===== config.mk =====
export PLATFORM = sky130hd
export DESIGN_NAME = pc_queue
export DESIGN_NICKNAME = d
export VERILOG_FILES = /design/src/hw/rtl/pc_queue.sv
export SDC_FILE = /design/constraint.sdc
export NUM_CORES = 1
export LEC_CHECK = 0
export ABC_AREA = 0
export BUFFER_PORTS_ARGS = -buffer_cell sky130_fd_sc_hd__buf_2
export CAP_MARGIN = 10
export CORE_AREA = 3 3 40 42
export DETAILED_ROUTE_END_ITERATION = 8
export DIE_AREA = 0 0 43 45
export PLACE_DENSITY = 0.41
export SLEW_MARGIN = 40
export SYNTH_ARGS = -nofsm -noshare
export SYNTH_HDL_FRONTEND = slang
export SYNTH_SLANG_ARGS = --single-unit

===== constraint.sdc =====
create_clock -name i_clk -period 1.74 [get_ports i_clk]
set_input_delay 0.087 -clock i_clk [delete_from_list [all_inputs] [get_ports i_clk]]
set_output_delay 0.087 -clock i_clk [all_outputs]
set_load 0.01 [all_outputs]

===== src/hw/rtl/pc_queue.sv =====
`timescale 1ns / 1ps
`default_nettype none
module pc_queue #(
    parameter int WIDTH = 1,
    parameter int DEPTH = 2
) (
    input  wire logic             i_clk,
    input  wire logic             i_rst_n,
    input  wire logic             i_push,
    input  wire logic [WIDTH-1:0] i_data,
    output logic                  o_full,
    input  wire logic             i_pop,
    output logic                  o_empty,
    output logic [WIDTH-1:0]      o_data
);
    localparam int AW = (DEPTH > 1) ? $clog2(DEPTH) : 1;
    localparam int NW = $clog2(DEPTH + 1);

    logic [WIDTH-1:0] r_mem [DEPTH];
    logic [AW-1:0]    r_wr, r_rd;
    logic [NW-1:0]    r_cnt;
    logic             wr_en, rd_en;

    assign o_full  = (r_cnt == NW'(DEPTH));
    assign o_empty = (r_cnt == '0);
    assign o_data  = r_mem[r_rd];
    assign wr_en   = i_push && !o_full;
    assign rd_en   = i_pop && !o_empty;

    always_ff @(posedge i_clk) begin
        if (wr_en) begin
            r_mem[r_wr] <= i_data;
        end
    end

    always_ff @(posedge i_clk) begin
        if (!i_rst_n) begin
            r_wr  <= '0;
            r_rd  <= '0;
            r_cnt <= '0;
        end else begin
            if (wr_en) begin
                r_wr <= (r_wr == AW'(DEPTH - 1)) ? '0 : r_wr + AW'(1);
            end
            if (rd_en) begin
                r_rd <= (r_rd == AW'(DEPTH - 1)) ? '0 : r_rd + AW'(1);
            end
            if (wr_en && !rd_en) begin
                r_cnt <= r_cnt + NW'(1);
            end else if (rd_en && !wr_en) begin
                r_cnt <= r_cnt - NW'(1);
            end
        end
    end
endmodule
`default_nettype wire


==> impl_metrics.ini <==
[routing]
vias = 221
wirelength_um = 483
drc = 0
detail_route.first_pass.iterations = 2
initialDrtViolationCount = 2
ant_nets = 0
avgViaCountPerCell = 4.09
wl_per_cell_um = 8.94

[power_and_ir_drop]
p_total_w = 0.000634
powerDensity_nw_per_um2 = 1650
irDropWorstVdd_mv = 0.506
p_leak_nw = 0.168

[yosys]
synth_area_um2 = 305
yosysUniqueCellTypes = 19
synthTopCellsByCount = 5 x dfxtp_1, 3 x and2_1, 2 x edfxtp_1, 2 x nor2_1, 2 x xnor2_1
synthCells = 28
synth-main-ff-cell = dfxtp_1
yosysTopAreaCell = dfxtp_1
post-synth-top-count-cell = dfxtp_1
syn-num-nets = 34
ys_ff_latch = 7
postSynthAreaPerCell_um2 = 10.9
synth_enable_flop_cells = 2
synth_top_area_share_pct = 32.8
async_flop_share_pct = 0
ys_seq_area_share_pct = 52.5
synthTopCellsByArea = dfxtp_1 33%, edfxtp_1 20%, and2_1 6.1%
yosys_warnings = 0

[die]
fp.dieW_um = 43
rows = 13
fp.coreArea_um2 = 1280
die_h_um = 45
die_area_um2 = 1940
io-pin-count = 8
floorplan.initialDensity_pct = 23.8

[cells_and_area]
final_nets = 46
multi_input_area_um2 = 138
fin_util_pct = 30.0
final_cells = 54
drive_gt1_share_pct = 33.3
nFillCells = 140
area_delta_synth_final_pct = 26.2
antenna_cells = 0
register_area_um2 = 160

[global_route]
grt_pass1_vias = 203
grt_max_degree = 6
track_usage_pct = 6.19
grt_pass1_wl_um = 738
antenna_found_initial = 0
grt.overflow.total = 0

[clock_tree]
clkLatencyLatePin_ps = 250
cts_setup_buffers = 0
path_clk_slew_ps = 50
cts_inserted_buffers = 3
cts_tree = done
clock-sinks = 7
clk_path_buf_depth = 2
clockRootBuffer = clkbuf_4
htreeDepth = 1
postCtsHoldBufs = 0
cts.repair.resized = 0

[sta]
max_freq_ghz = 0.642
post-route-period-util_pct = 89.5
fin_crit_ps = 1560
rsz0062_at_grt = false
hold_viol_final = 0
setup_viol = 0
skew_ps = 0.982
hold_slack_ps = 25.6
tns_ps = 0
slew_violations = 0
tightest_slew_ps = 216
slew_headroom_pct = 85.5

[setup_path]
crit_arrival_ps = 1740
startpoint_type = flop
critical_path_class = flop to flop
endpoint_kind = flop
crit_fanout = 5
worstPathRequired_ps = 1930

[placement]
port_buffers = 7
place_congestion = 0.697
placed_cells_incl_taps = 50
place_hpwl_um = 397

[job]
drv_cap = 0

[run_status]
outcome = finished clean

[worst_hold_path]
hp-class = primary input to flop
-- metrics by stage --
step / instance area (um^2) / worst slack, ps
final: 385 / 182
after CTS: 385 / 163
after global placement: 359 / 205
after floorplan: 305 / 269
after detailed placement: 359 / 179
after global routing: 385 / 75.0
-- routing by layer --
layer	GRT usage, %	vias to the layer above	part of all wire, %
li1	-	119	-
met3	3.59	4	5.8
met2	8.38	5	50
met5	0	-	0
met4	9.04	0	4.3
met1	5.37	93	40
-- cells in the final DEF (no fill, tap or decap), drive strengths merged --
cell	Yosys	final
buf	0	7
dfxtp	5	5
clkbuf	0	4
and2	3	3
nor2	2	2
xnor2	2	2
edfxtp	2	2
inv	2	2
o21ai	2	2
a21boi	2	2
mux2	1	1
nand2b	1	1
and3	1	1
nor3	1	1
o21a	1	1
xor2	1	1
or3	1	1
ha	1	1
-- kinds of logic (layout without fill, tap and decap cells) --
family	Yosys count	after routing	synth area share (%)
AOI/OAI and AO/OA	5	5	10.7
xor gates and xnor gates	3	3	8.61
adders and majority gates	1	1	4.10
buffers and inverters	2	13	2.46
DFF	7	7	52.5
muxes	1	1	3.69
and+or+nand+nor	9	9	18.0
-- final cells by class --
class                           count  share of cell area (%)
Inverter                            2                    1.95
Sequential cell                     7                    41.6
Multi-Input combinational cell     19                    35.7
Timing Repair Buffer                7                    9.09
Clock buffer                        4                    6.82
Tap cell                           15                    4.87
-- critical path: stages, from the launching register on --
cell and delay, ps:
dfxtp_1 410, nand2b_1 190, inv_2 60, nor2_1 90, ha_1 260, or3_1 350
a21boi_1 130
-- final timing paths --
kind	startpoint	end	slack, ps	depth (start not counted)
setup / recovery	r_cnt[0]	r_cnt[1]	180	6
hold / removal	i_data	r_mem[1]	30	1
setup reg to reg	r_cnt[0]	r_cnt[1]	180	6
hold reg to reg	r_cnt[1]	r_cnt[1]	520	2
-- power by group --
part	internal [W]	switching [W]	leakage, nW
combinational	0.000124	0.000111	0.0927
sequential	0.000219	0.0000341	0.0600
clock	0.0000875	0.0000599	0.0150
total	0.000430	0.000205	0.168
Note: power is estimated with default switching activity, not from simulation.
