[src/hw/rtl/pc_pkg.sv]
`timescale 1ns / 1ps
`default_nettype none
package pc_pkg;
    localparam int MAX_PAIRS_DEF   = 1024;
    localparam int SAMPLE_BITS_DEF = 16;
    localparam int QUEUE_DEPTH     = 2;

    localparam logic [1:0] REL_POS  = 2'd0;
    localparam logic [1:0] REL_NEG  = 2'd1;
    localparam logic [1:0] REL_NONE = 2'd2;

    typedef struct packed {
        logic signed [15:0] x_sample;
        logic signed [15:0] y_sample;
        logic               last_pair;
    } t_in;

    typedef struct packed {
        logic signed [15:0] correlation;
        logic [1:0]         relation;
        logic               undefined;
        logic               overflow;
    } t_out;
endpackage
`default_nettype wire

[src/hw/rtl/pc_front.sv]
`timescale 1ns / 1ps
`default_nettype none
module pc_front #(
    parameter int MAX_PAIRS   = 1024,
    parameter int SAMPLE_BITS = 16,
    parameter int JW          = 1
) (
    input  wire logic          i_clk,
    input  wire logic          i_rst_n,
    input  wire logic          i_accept,
    input  wire pc_pkg::t_in   i_pair,
    output logic               o_job_push,
    output logic [JW-1:0]      o_job
);
    import pc_pkg::*;

    localparam int CW = $clog2(MAX_PAIRS + 1);
    localparam int SW = SAMPLE_BITS + CW;
    localparam int QW = 2 * SAMPLE_BITS + CW;

    logic [CW-1:0]        r_n,   n_n;
    logic signed [SW-1:0] r_sx,  n_sx,  r_sy,  n_sy;
    logic signed [QW-1:0] r_sxx, n_sxx, r_syy, n_syy, r_sxy, n_sxy;
    logic                 r_drop, n_drop;

    logic signed [SAMPLE_BITS-1:0]   x, y;
    logic signed [2*SAMPLE_BITS-1:0] xx, yy, xy;

    always_comb begin
        x     = i_pair.x_sample[SAMPLE_BITS-1:0];
        y     = i_pair.y_sample[SAMPLE_BITS-1:0];
        xx    = x * x;
        yy    = y * y;
        xy    = x * y;
        n_n   = r_n;
        n_sx  = r_sx;
        n_sy  = r_sy;
        n_sxx = r_sxx;
        n_syy = r_syy;
        n_sxy = r_sxy;
        n_drop = r_drop;
        if (r_n < CW'(MAX_PAIRS)) begin
            n_n   = r_n + CW'(1);
            n_sx  = r_sx + SW'(x);
            n_sy  = r_sy + SW'(y);
            n_sxx = r_sxx + QW'(xx);
            n_syy = r_syy + QW'(yy);
            n_sxy = r_sxy + QW'(xy);
        end else begin
            n_drop = 1'b1;
        end
    end

    assign o_job_push = i_accept && i_pair.last_pair;
    assign o_job = {n_drop, n_sxy, n_syy, n_sxx, n_sy, n_sx, n_n};

    always_ff @(posedge i_clk) begin
        if (!i_rst_n || o_job_push) begin
            r_n    <= '0;
            r_sx   <= '0;
            r_sy   <= '0;
            r_sxx  <= '0;
            r_syy  <= '0;
            r_sxy  <= '0;
            r_drop <= 1'b0;
        end else if (i_accept) begin
            r_n    <= n_n;
            r_sx   <= n_sx;
            r_sy   <= n_sy;
            r_sxx  <= n_sxx;
            r_syy  <= n_syy;
            r_sxy  <= n_sxy;
            r_drop <= n_drop;
        end
    end
endmodule
`default_nettype wire

[config.mk]
export PLATFORM = sky130hd
export DESIGN_NAME = pc_front
export DESIGN_NICKNAME = d
export VERILOG_FILES = /design/src/hw/rtl/pc_pkg.sv /design/src/hw/rtl/pc_front.sv
export SDC_FILE = /design/constraint.sdc
export NUM_CORES = 1
export LEC_CHECK = 0
export ABC_CLOCK_PERIOD_IN_PS = 2000
export BUFFER_PORTS_ARGS = -buffer_cell sky130_fd_sc_hd__buf_2
export CORE_MARGIN = 2
export CORE_UTILIZATION = 42
export DETAILED_ROUTE_END_ITERATION = 7
export PLACE_DENSITY = 0.78
export SYNTH_ARGS = -nofsm -noshare
export SYNTH_HDL_FRONTEND = slang
export SYNTH_SLANG_ARGS = --single-unit
[constraint.sdc]
create_clock -name i_clk -period 2 [get_ports i_clk]
set_input_delay 0.1 -clock i_clk [delete_from_list [all_inputs] [get_ports i_clk]]
set_output_delay 0.1 -clock i_clk [all_outputs]
set_load 0.02 [all_outputs]
==> results.json, run 1 <==
{
  "peakVddDrop_v": 0.000316,
  "ys_types": 26,
  "yosys.area.top_type": "dfxtp_1",
  "ctsResizeCount": 0,
  "pre_cts_ws_ns": 0.598,
  "cts_made_buffers": 3,
  "avgSynthCellArea_um2": 9.22,
  "status": "finished clean",
  "drtPass1Iterations": 4,
  "synth-compound-area-share": 0.129,
  "dieArea_mm2": 0.00162,
  "seq_area_frac_synth": 0.398,
  "ys.flop_type": "dfxtp_1",
  "synth_nets": 97,
  "yosys.area_share.simple": 0.328,
  "n_antenna_cell": 0,
  "muxShareOfSynthArea": 0.0543,
  "synth_fa_ha_area_frac": 0.0226,
  "tightest_slew_ns": 0.448,
  "drt-total-wl_um": 973,
  "max_freq_mhz": 709,
  "root_buffer": "clkbuf_4",
  "min_period_ns": 1.41,
  "ys_warn_count": 0,
  "route.detailed.drc": 0,
  "cts_tree": "done",
  "num_vias": 470,
  "via_per_inst": 5.66,
  "synth_top_family_by_area": "simple AND/OR/NAND/NOR gates",
  "hold_path_class": "in2reg",
  "endpoint_kind": "flop",
  "clk_pin_slew_ns": 0.07,
  "hold_viol": 0,
  "wire_per_inst_um": 11.7,
  "top_regs": "r_n: 11 flops",
  "die_w_um": 40.3,
  "synth_edf_count": 0,
  "crit_required_ns": 2.20,
  "gp_congestion": 0.652,
  "dr.first_iter.drc_count": 9,
  "slew_headroom": 0.699,
  "grt_max_degree": 10,
  "start_util": 0.436,
  "clock_latency_ns": 0.27,
  "rsz0062_at_grt": "no",
  "io_buffers": 5,
  "die_h_um": 40.3,
  "cts_setup_buffers": 0,
  "core_area_mm2": 0.00127,
  "fin_crit_sh": 0.705,
  "gr-total-overflow": 0,
  "p_leak_nw": 0.227,
  "setup_ws_ns": 0.590,
  "largest_reg_flops": 11,
  "synth-xor-area-share": 0.0475,
  "synth_area_leaders": "dfxtp_1, mux2i_1, xnor2_1, a21oi_1, nand4b_4",
  "ioPinCount": 38,
  "grt_pass1_wl_mm": 1.63,
  "cts_buffer_depth": 2,
  "drv_cap": 0,
  "synth-async-reset-ratio": 0,
  "synth-seq-cells": 11,
  "holdBufCountCts": 0,
  "drive_gt1_frac": 0.132,
  "nNetsFinal": 106,
  "n_fill_cell": 128,
  "post-dp-hpwl_um": 729,
  "antenna_found_initial": 0,
  "arrival_ns": 1.61,
  "crit_fanout": 4,
  "area_growth_pct": 12.0,
  "synth_top_cell_area_share": 0.398,
  "setup_violations": 0,
  "critPathKind": "reg2reg",
  "ant_nets": 0,
  "grt_pass1_vias": 400,
  "synth.cell_area_um2": 553,
  "synth_cells": 60,
  "clock_skew_ns": 0.00253,
  "fin_setup_tns_ns": 0,
  "power.density_mw_per_mm2": 655,
  "num_rows": 13,
  "clkSinkCount": 11,
  "drv_slew": 0,
  "cts_max_level": 1,
  "cp-start-kind": "flop",
  "largest-register": "r_n",
  "track_usage": 0.162
}
-- Yosys cell counts (2+ instances only) --
| master | instances |
|---|---|
| xnor2_1 | 3 |
| mux2i_1 | 3 |
| or3_1 | 3 |
| o31ai_1 | 2 |
| dfxtp_1 | 11 |
| inv_1 | 2 |
| o21ai_0 | 3 |
| or4_1 | 2 |
| and2_1 | 2 |
| nand3_1 | 2 |
| nand2_1 | 3 |
| nand2b_1 | 3 |
| nor2_1 | 4 |
| a21oi_1 | 5 |
-- cell usage in the layout (no fill, tap or decap) --
cell type	n
nor2_1	4
o31ai_1	2
buf_2	5
or4_1	2
clkbuf_4	3
nand4_1	1
ha_1	1
or3_1	3
nor4b_1	1
and4b_1	1
nand2b_1	3
and2_1	2
a41oi_1	1
nand3b_1	1
clkbuf_1	1
nand2_1	3
xnor2_1	3
nand4b_4	1
dfxtp_1	11
nor2b_1	1
nand3_1	2
inv_1	2
and4_1	1
a21oi_1	5
nand4b_1	1
a21boi_0	1
mux2i_1	3
o21ai_0	3
-- stage by stage --
step | utilization | hold slack (ns) | power, mW | cell area (um2) | instances
after floorplan | - | 0.330 | 0.251 | 553 | 60
after global placement | 0.467 | 0.456 | 0.260 | 593 | 79
after detailed placement | 0.467 | 0.477 | 0.261 | 593 | 79
after CTS | 0.488 | 0.251 | 0.415 | 619 | 83
after global routing | 0.488 | 0.315 | 0.426 | 619 | 83
final | 0.488 | 0.258 | 0.406 | 619 | 83
-- power by group --
group	internal [mW]	total, mW	switching (mW)
clock	0.0773	0.150	0.0731
combinational	0.0122	0.0291	0.0170
sequential	0.222	0.226	0.00458
-- final timing paths --
path	from	cells after the start	endpoint	slack, ns
worst max register to register	r_n[0]$_SDFFE_PP0P_	4	r_n[6]$_SDFFE_PP0P_	0.59
worst min register to register	r_n[8]$_SDFFE_PP0P_	2	r_n[8]$_SDFFE_PP0P_	0.48
worst min-delay path	i_pair[0]	4	r_n[9]$_SDFFE_PP0P_	0.26
worst max-delay path	r_n[0]$_SDFFE_PP0P_	4	r_n[6]$_SDFFE_PP0P_	0.59
-- layout make-up --
cell class              instances  area [um2]  share of cell area
repair buffers                  5        25.0              0.0404
multi-input cells              46         322               0.519
well taps                      15        18.8              0.0303
flip-flops and latches         11         220               0.356
clock buffers                   4        26.3              0.0424
inverters                       2        7.51              0.0121
-- per-layer routing --
layer | global-route usage | up-vias | share of wire
li1 | - | 237 | -
met1 | 0.181 | 221 | 0.46
met2 | 0.254 | 8 | 0.47
met3 | 0.0500 | 4 | 0.039
met4 | 0.125 | 0 | 0.025
met5 | 0 | - | 0
-- cell families (layout without fill, tap and decap cells) --
family,count (synthesis),count (layout)
fa+ha+maj,1,1
mux,3,3
flops,11,11
simple gates,27,27
buf+inv,3,11
compound gates,12,12
xor+xnor,3,3
-- critical path, stage by stage, from the launching register on --
cell and delay, ns:
dfxtp_1 0.45, ha_1 0.22, nand4b_1 0.16, or3_1 0.37, a21oi_1 0.13
Note: power is estimated with default switching activity, not from simulation.
==> inputs of run 2 (changes only) <==
--- a/config.mk
+++ b/config.mk
@@ -5,12 +5,12 @@
 export SDC_FILE = /design/constraint.sdc
 export NUM_CORES = 1
 export LEC_CHECK = 0
-export ABC_CLOCK_PERIOD_IN_PS = 2000
+export ABC_CLOCK_PERIOD_IN_PS = 1350
 export BUFFER_PORTS_ARGS = -buffer_cell sky130_fd_sc_hd__buf_2
 export CORE_MARGIN = 2
-export CORE_UTILIZATION = 42
+export CORE_UTILIZATION = 39
 export DETAILED_ROUTE_END_ITERATION = 7
-export PLACE_DENSITY = 0.78
+export PLACE_DENSITY = 0.73
 export SYNTH_ARGS = -nofsm -noshare
 export SYNTH_HDL_FRONTEND = slang
 export SYNTH_SLANG_ARGS = --single-unit
==> constraint.sdc (replaced) <==
create_clock -name i_clk -period 1.35 [get_ports i_clk]
set_input_delay 0.0675 -clock i_clk [delete_from_list [all_inputs] [get_ports i_clk]]
set_output_delay 0.0675 -clock i_clk [all_outputs]
set_load 0.02 [all_outputs]
==> results.json, run 2 (synthesized netlist as in run 1, its figures left out) <==
{
  "p_int_mw": 0.463,
  "drv_cap": 0,
  "cts_buffer_depth": 2,
  "num_rows": 13,
  "r2r.worst_path.cells": 4,
  "combPwrFrac": 0.081,
  "area_growth_pct": 16.5,
  "drt-total-wl_um": 996,
  "gr-total-overflow": 0,
  "min_period_ns": 1.26,
  "cp-start-kind": "flop",
  "peakVddDrop_v": 0.000419,
  "core_area_mm2": 0.00132,
  "tightest_slew_ns": 0.442,
  "drive_gt1_frac": 0.200,
  "fin_setup_tns_ns": 0,
  "hold_path_class": "in2reg",
  "num_vias": 474,
  "start_util": 0.420,
  "fin_crit_sh": 0.930,
  "endpoint_kind": "flop",
  "cts_tree": "done",
  "ant_nets": 0,
  "gp_congestion": 0.729,
  "critPathKind": "reg2reg",
  "n_antenna_cell": 0,
  "nNetsFinal": 108,
  "power_frac_seq": 0.544,
  "ioPinCount": 38,
  "clock_skew_ns": 0.00144,
  "slew_headroom": 0.702,
  "max_freq_mhz": 796,
  "largest-register": "r_n",
  "grt_max_degree": 10,
  "drv_slew": 0,
  "cts_max_level": 1,
  "crit_required_ns": 1.55,
  "io_buffers": 5,
  "route.detailed.drc": 0,
  "die_w_um": 41.7,
  "grt_pass1_vias": 409,
  "largest_reg_flops": 11,
  "setup_violations": 0,
  "antenna_found_initial": 0,
  "grt_pass1_wl_mm": 1.73,
  "stdcell_area_um2": 644,
  "status": "finished clean",
  "dieArea_mm2": 0.00174,
  "placed_area_um2": 608,
  "clkSinkCount": 11,
  "post-dp-hpwl_um": 697,
  "die_h_um": 41.7,
  "crit_fanout": 4,
  "whs_path_depth": 4,
  "clock_latency_ns": 0.27,
  "via_per_inst": 5.58,
  "arrival_ns": 1.46,
  "mostFrequentLayoutCells": "dfxtp_1, a21oi_1, buf_2, nor2_1",
  "hold_viol": 0,
  "dr.first_iter.drc_count": 2,
  "p_leak_nw": 0.236,
  "power.density_mw_per_mm2": 950,
  "drtPass1Iterations": 3,
  "track_usage": 0.133,
  "wire_per_inst_um": 11.7,
  "cts_made_buffers": 3,
  "root_buffer": "clkbuf_4",
  "clk_pin_slew_ns": 0.07,
  "cts_setup_buffers": 0,
  "final_common_cell": "dfxtp_1",
  "top_regs": "r_n: 11 flops",
  "rsz0062_at_grt": "no",
  "switching_power_mw": 0.148,
  "swShare": 0.243,
  "clockPowerShare": 0.375
}
## run 2: cell type report
class | instances | area [um2]
timing repair buffer | 7 | 40.0
tap | 15 | 18.8
fill | 135 | 673
clock buffer | 4 | 26.3
inverter | 2 | 7.51
sequential | 11 | 228
multi-input combinational | 46 | 324
## run 2: stage by stage
step | std cells | power (mW) | hold WS [ns] | utilization | setup WS (ns)
CTS | 85 | 0.624 | 0.208 | 0.483 | 0.0470
floorplan | 60 | 0.371 | 0.297 | - | 0.0625
global route | 85 | 0.647 | 0.232 | 0.489 | 0.00413
global placement | 81 | 0.388 | 0.456 | 0.462 | 0.0432
finish | 85 | 0.612 | 0.213 | 0.489 | 0.0943
detailed placement | 81 | 0.390 | 0.472 | 0.462 | 0.0114
## run 2: repair_timing
action                     CTS  global route
hold buffers                 0             0
setup endpoints to repair    1             2
pin swaps                    0             2
gates resized for setup      2             3
## run 2: critical path, stage by stage (launching register included)
cell	delay (ns)
dfxtp_4	0.37
ha_2	0.19
nand4b_1	0.15
or3_1	0.34
a21oi_1	0.15
## run 2: power groups by stage
stage / logic (mW) / registers [mW] / clock network (mW)
global placement: 0.0475 / 0.341 / 0
detailed placement: 0.0492 / 0.341 / 0
CTS: 0.0496 / 0.335 / 0.240
floorplan: 0.0297 / 0.342 / 0
global route: 0.0566 / 0.334 / 0.256
finish: 0.0497 / 0.333 / 0.229
## run 2: final timing paths
check / endpoint / slack (ns) / start
hold / removal: r_n[2]$_SDFFE_PP0P_ / 0.21 / i_accept
setup / recovery: r_n[4]$_SDFFE_PP0P_ / 0.09 / r_n[0]$_SDFFE_PP0P_
setup reg to reg: r_n[4]$_SDFFE_PP0P_ / 0.09 / r_n[0]$_SDFFE_PP0P_
hold reg to reg: r_n[9]$_SDFFE_PP0P_ / 0.48 / r_n[9]$_SDFFE_PP0P_
## run 2: per-layer routing
| layer | vias to the layer above | track usage | share of wire |
|---|---|---|---|
| met4 | 0 | 0.0774 | 0.029 |
| met5 | - | 0 | 0 |
| met2 | 9 | 0.213 | 0.43 |
| li1 | 242 | - | - |
| met3 | 5 | 0.0522 | 0.047 |
| met1 | 218 | 0.148 | 0.49 |
==> inputs of run 3 (changes only) <==
--- a/config.mk
+++ b/config.mk
@@ -6,7 +6,7 @@
 export NUM_CORES = 1
 export LEC_CHECK = 0
 export ABC_CLOCK_PERIOD_IN_PS = 1350
-export BUFFER_PORTS_ARGS = -buffer_cell sky130_fd_sc_hd__buf_2
+export BUFFER_PORTS_ARGS = -buffer_cell sky130_fd_sc_hd__clkbuf_2
 export CORE_MARGIN = 2
 export CORE_UTILIZATION = 39
 export DETAILED_ROUTE_END_ITERATION = 7
==> results.json, run 3 (synthesized netlist as in run 1, its figures left out) <==
{
  "tightest_slew_ns": 0.401,
  "gr-total-overflow": 0,
  "die_h_um": 41.7,
  "start_util": 0.420,
  "cts_tree": "done",
  "num_vias": 468,
  "worst-path-buf-inv": 0,
  "core_area_mm2": 0.00132,
  "n_fill_cell": 125,
  "hold_viol": 0,
  "via_per_inst": 5.51,
  "cts_buffer_depth": 2,
  "pre_cts_ws_ns": 0.0139,
  "crit_fanout": 7,
  "endpoint_kind": "flop",
  "io_buffers": 5,
  "cp_top_family": "simple AND/OR/NAND/NOR gates",
  "critPathKind": "reg2reg",
  "dieArea_mm2": 0.00174,
  "post-dp-hpwl_um": 706,
  "arrival_ns": 1.46,
  "status": "finished clean",
  "largest-register": "r_n",
  "largest_reg_flops": 11,
  "cp-start-kind": "flop",
  "holdBufCountCts": 0,
  "nNetsFinal": 108,
  "min_period_ns": 1.26,
  "n_antenna_cell": 0,
  "cts_setup_buffers": 0,
  "mostFrequentLayoutCells": "dfxtp_1, a21oi_1, clkbuf_2, nor2_1",
  "multiInputGateArea_um2": 334,
  "drive_gt1_frac": 0.200,
  "ioPinCount": 38,
  "clock_skew_ns": 0.00485,
  "fin_setup_tns_ns": 0,
  "crit_chain": "nand4b_4 > or4_1 > a21oi_1",
  "seqCellArea_um2": 228,
  "p_leak_nw": 0.238,
  "max_freq_mhz": 794,
  "clock_latency_ns": 0.27,
  "wire_per_inst_um": 11.6,
  "peakVddDrop_v": 0.000544,
  "ant_nets": 0,
  "root_buffer": "clkbuf_4",
  "clkSinkCount": 11,
  "setup_ws_ns": 0.0907,
  "die_w_um": 41.7,
  "drt-total-wl_um": 984,
  "cts_max_level": 1,
  "num_rows": 13,
  "grt_max_degree": 10,
  "drv_cap": 0,
  "grt_pass1_wl_mm": 1.70,
  "cts_made_buffers": 3,
  "whs_ns": 0.205,
  "fin_crit_sh": 0.933,
  "setup_violations": 0,
  "route.detailed.drc": 0,
  "final_common_cell": "dfxtp_1",
  "crit_path_top_delay_cell": "or4_1",
  "track_usage": 0.134,
  "area_growth_pct": 18.3,
  "top_regs": "r_n: 11 flops",
  "drtPass1Iterations": 4,
  "power.density_mw_per_mm2": 940,
  "slew_headroom": 0.730,
  "final_util": 0.497,
  "crit_required_ns": 1.55,
  "clk_pin_slew_ns": 0.07,
  "grt_pass1_vias": 413,
  "drv_slew": 0,
  "hold_path_class": "in2reg",
  "rsz0062_at_grt": "no",
  "dr.first_iter.drc_count": 9,
  "gp_congestion": 0.730,
  "antenna_found_initial": 0,
  "critical-path-max-stage-delay_ns": 0.48
}
run 3: cell types whose count changed in the layout (fill, tap and decap cells not counted), sizes merged:
| cell | delta |
|---|---|
| buf | -5 |
| clkbuf | +5 |
run 3: worst reg2reg max path, stage by stage, from the launching register on:
cell and delay [ns]:
dfxtp_1 0.35, nand4b_4 0.22, or4_1 0.48, a21oi_1 0.15
run 3: area by class of cell:
class | count | area share
Tap cell | 15 | 0.0287
Inverter | 2 | 0.0115
Timing Repair Buffer | 7 | 0.0612
Clock buffer | 4 | 0.0402
Sequential cell | 11 | 0.348
Multi-Input combinational cell | 46 | 0.511
run 3: where the power goes:
group          leakage, nW  internal (mW)  switching, mW
Sequential          0.0903          0.327        0.00710
Combinational        0.133         0.0226         0.0282
Clock               0.0150          0.115          0.115
run 3: layer usage:
metal  part of all wire  global-route usage  vias up
met3              0.056              0.0783        0
met4                  0              0.0581        0
li1                   -                   -      244
met1               0.51               0.161      214
met5                  0                   0        -
met2               0.43               0.191       10
run 3: worst paths after layout:
kind	cells past startpoint	endpoint	slack, ns	startpoint
min reg2reg	2	r_n[8]$_SDFFE_PP0P_	0.47	r_n[8]$_SDFFE_PP0P_
max reg2reg	3	r_n[5]$_SDFFE_PP0P_	0.09	r_n[10]$_SDFFE_PP0P_
max	3	r_n[5]$_SDFFE_PP0P_	0.09	r_n[10]$_SDFFE_PP0P_
min	4	r_n[9]$_SDFFE_PP0P_	0.21	i_pair[0]
run 3: what timing repair did:
action | CTS | global route
resized for setup | 3 | 3
gates cloned | 0 | 0
setup endpoints to repair | 1 | 2
run 3: metrics by stage:
step	cells	total power [mW]	instance area (um2)
5_1_grt	85	0.651	654
2_1_floorplan	60	0.371	553
6_report	85	0.615	654
4_1_cts	85	0.623	639
3_5_place_dp	81	0.390	608
3_3_place_gp	81	0.389	608
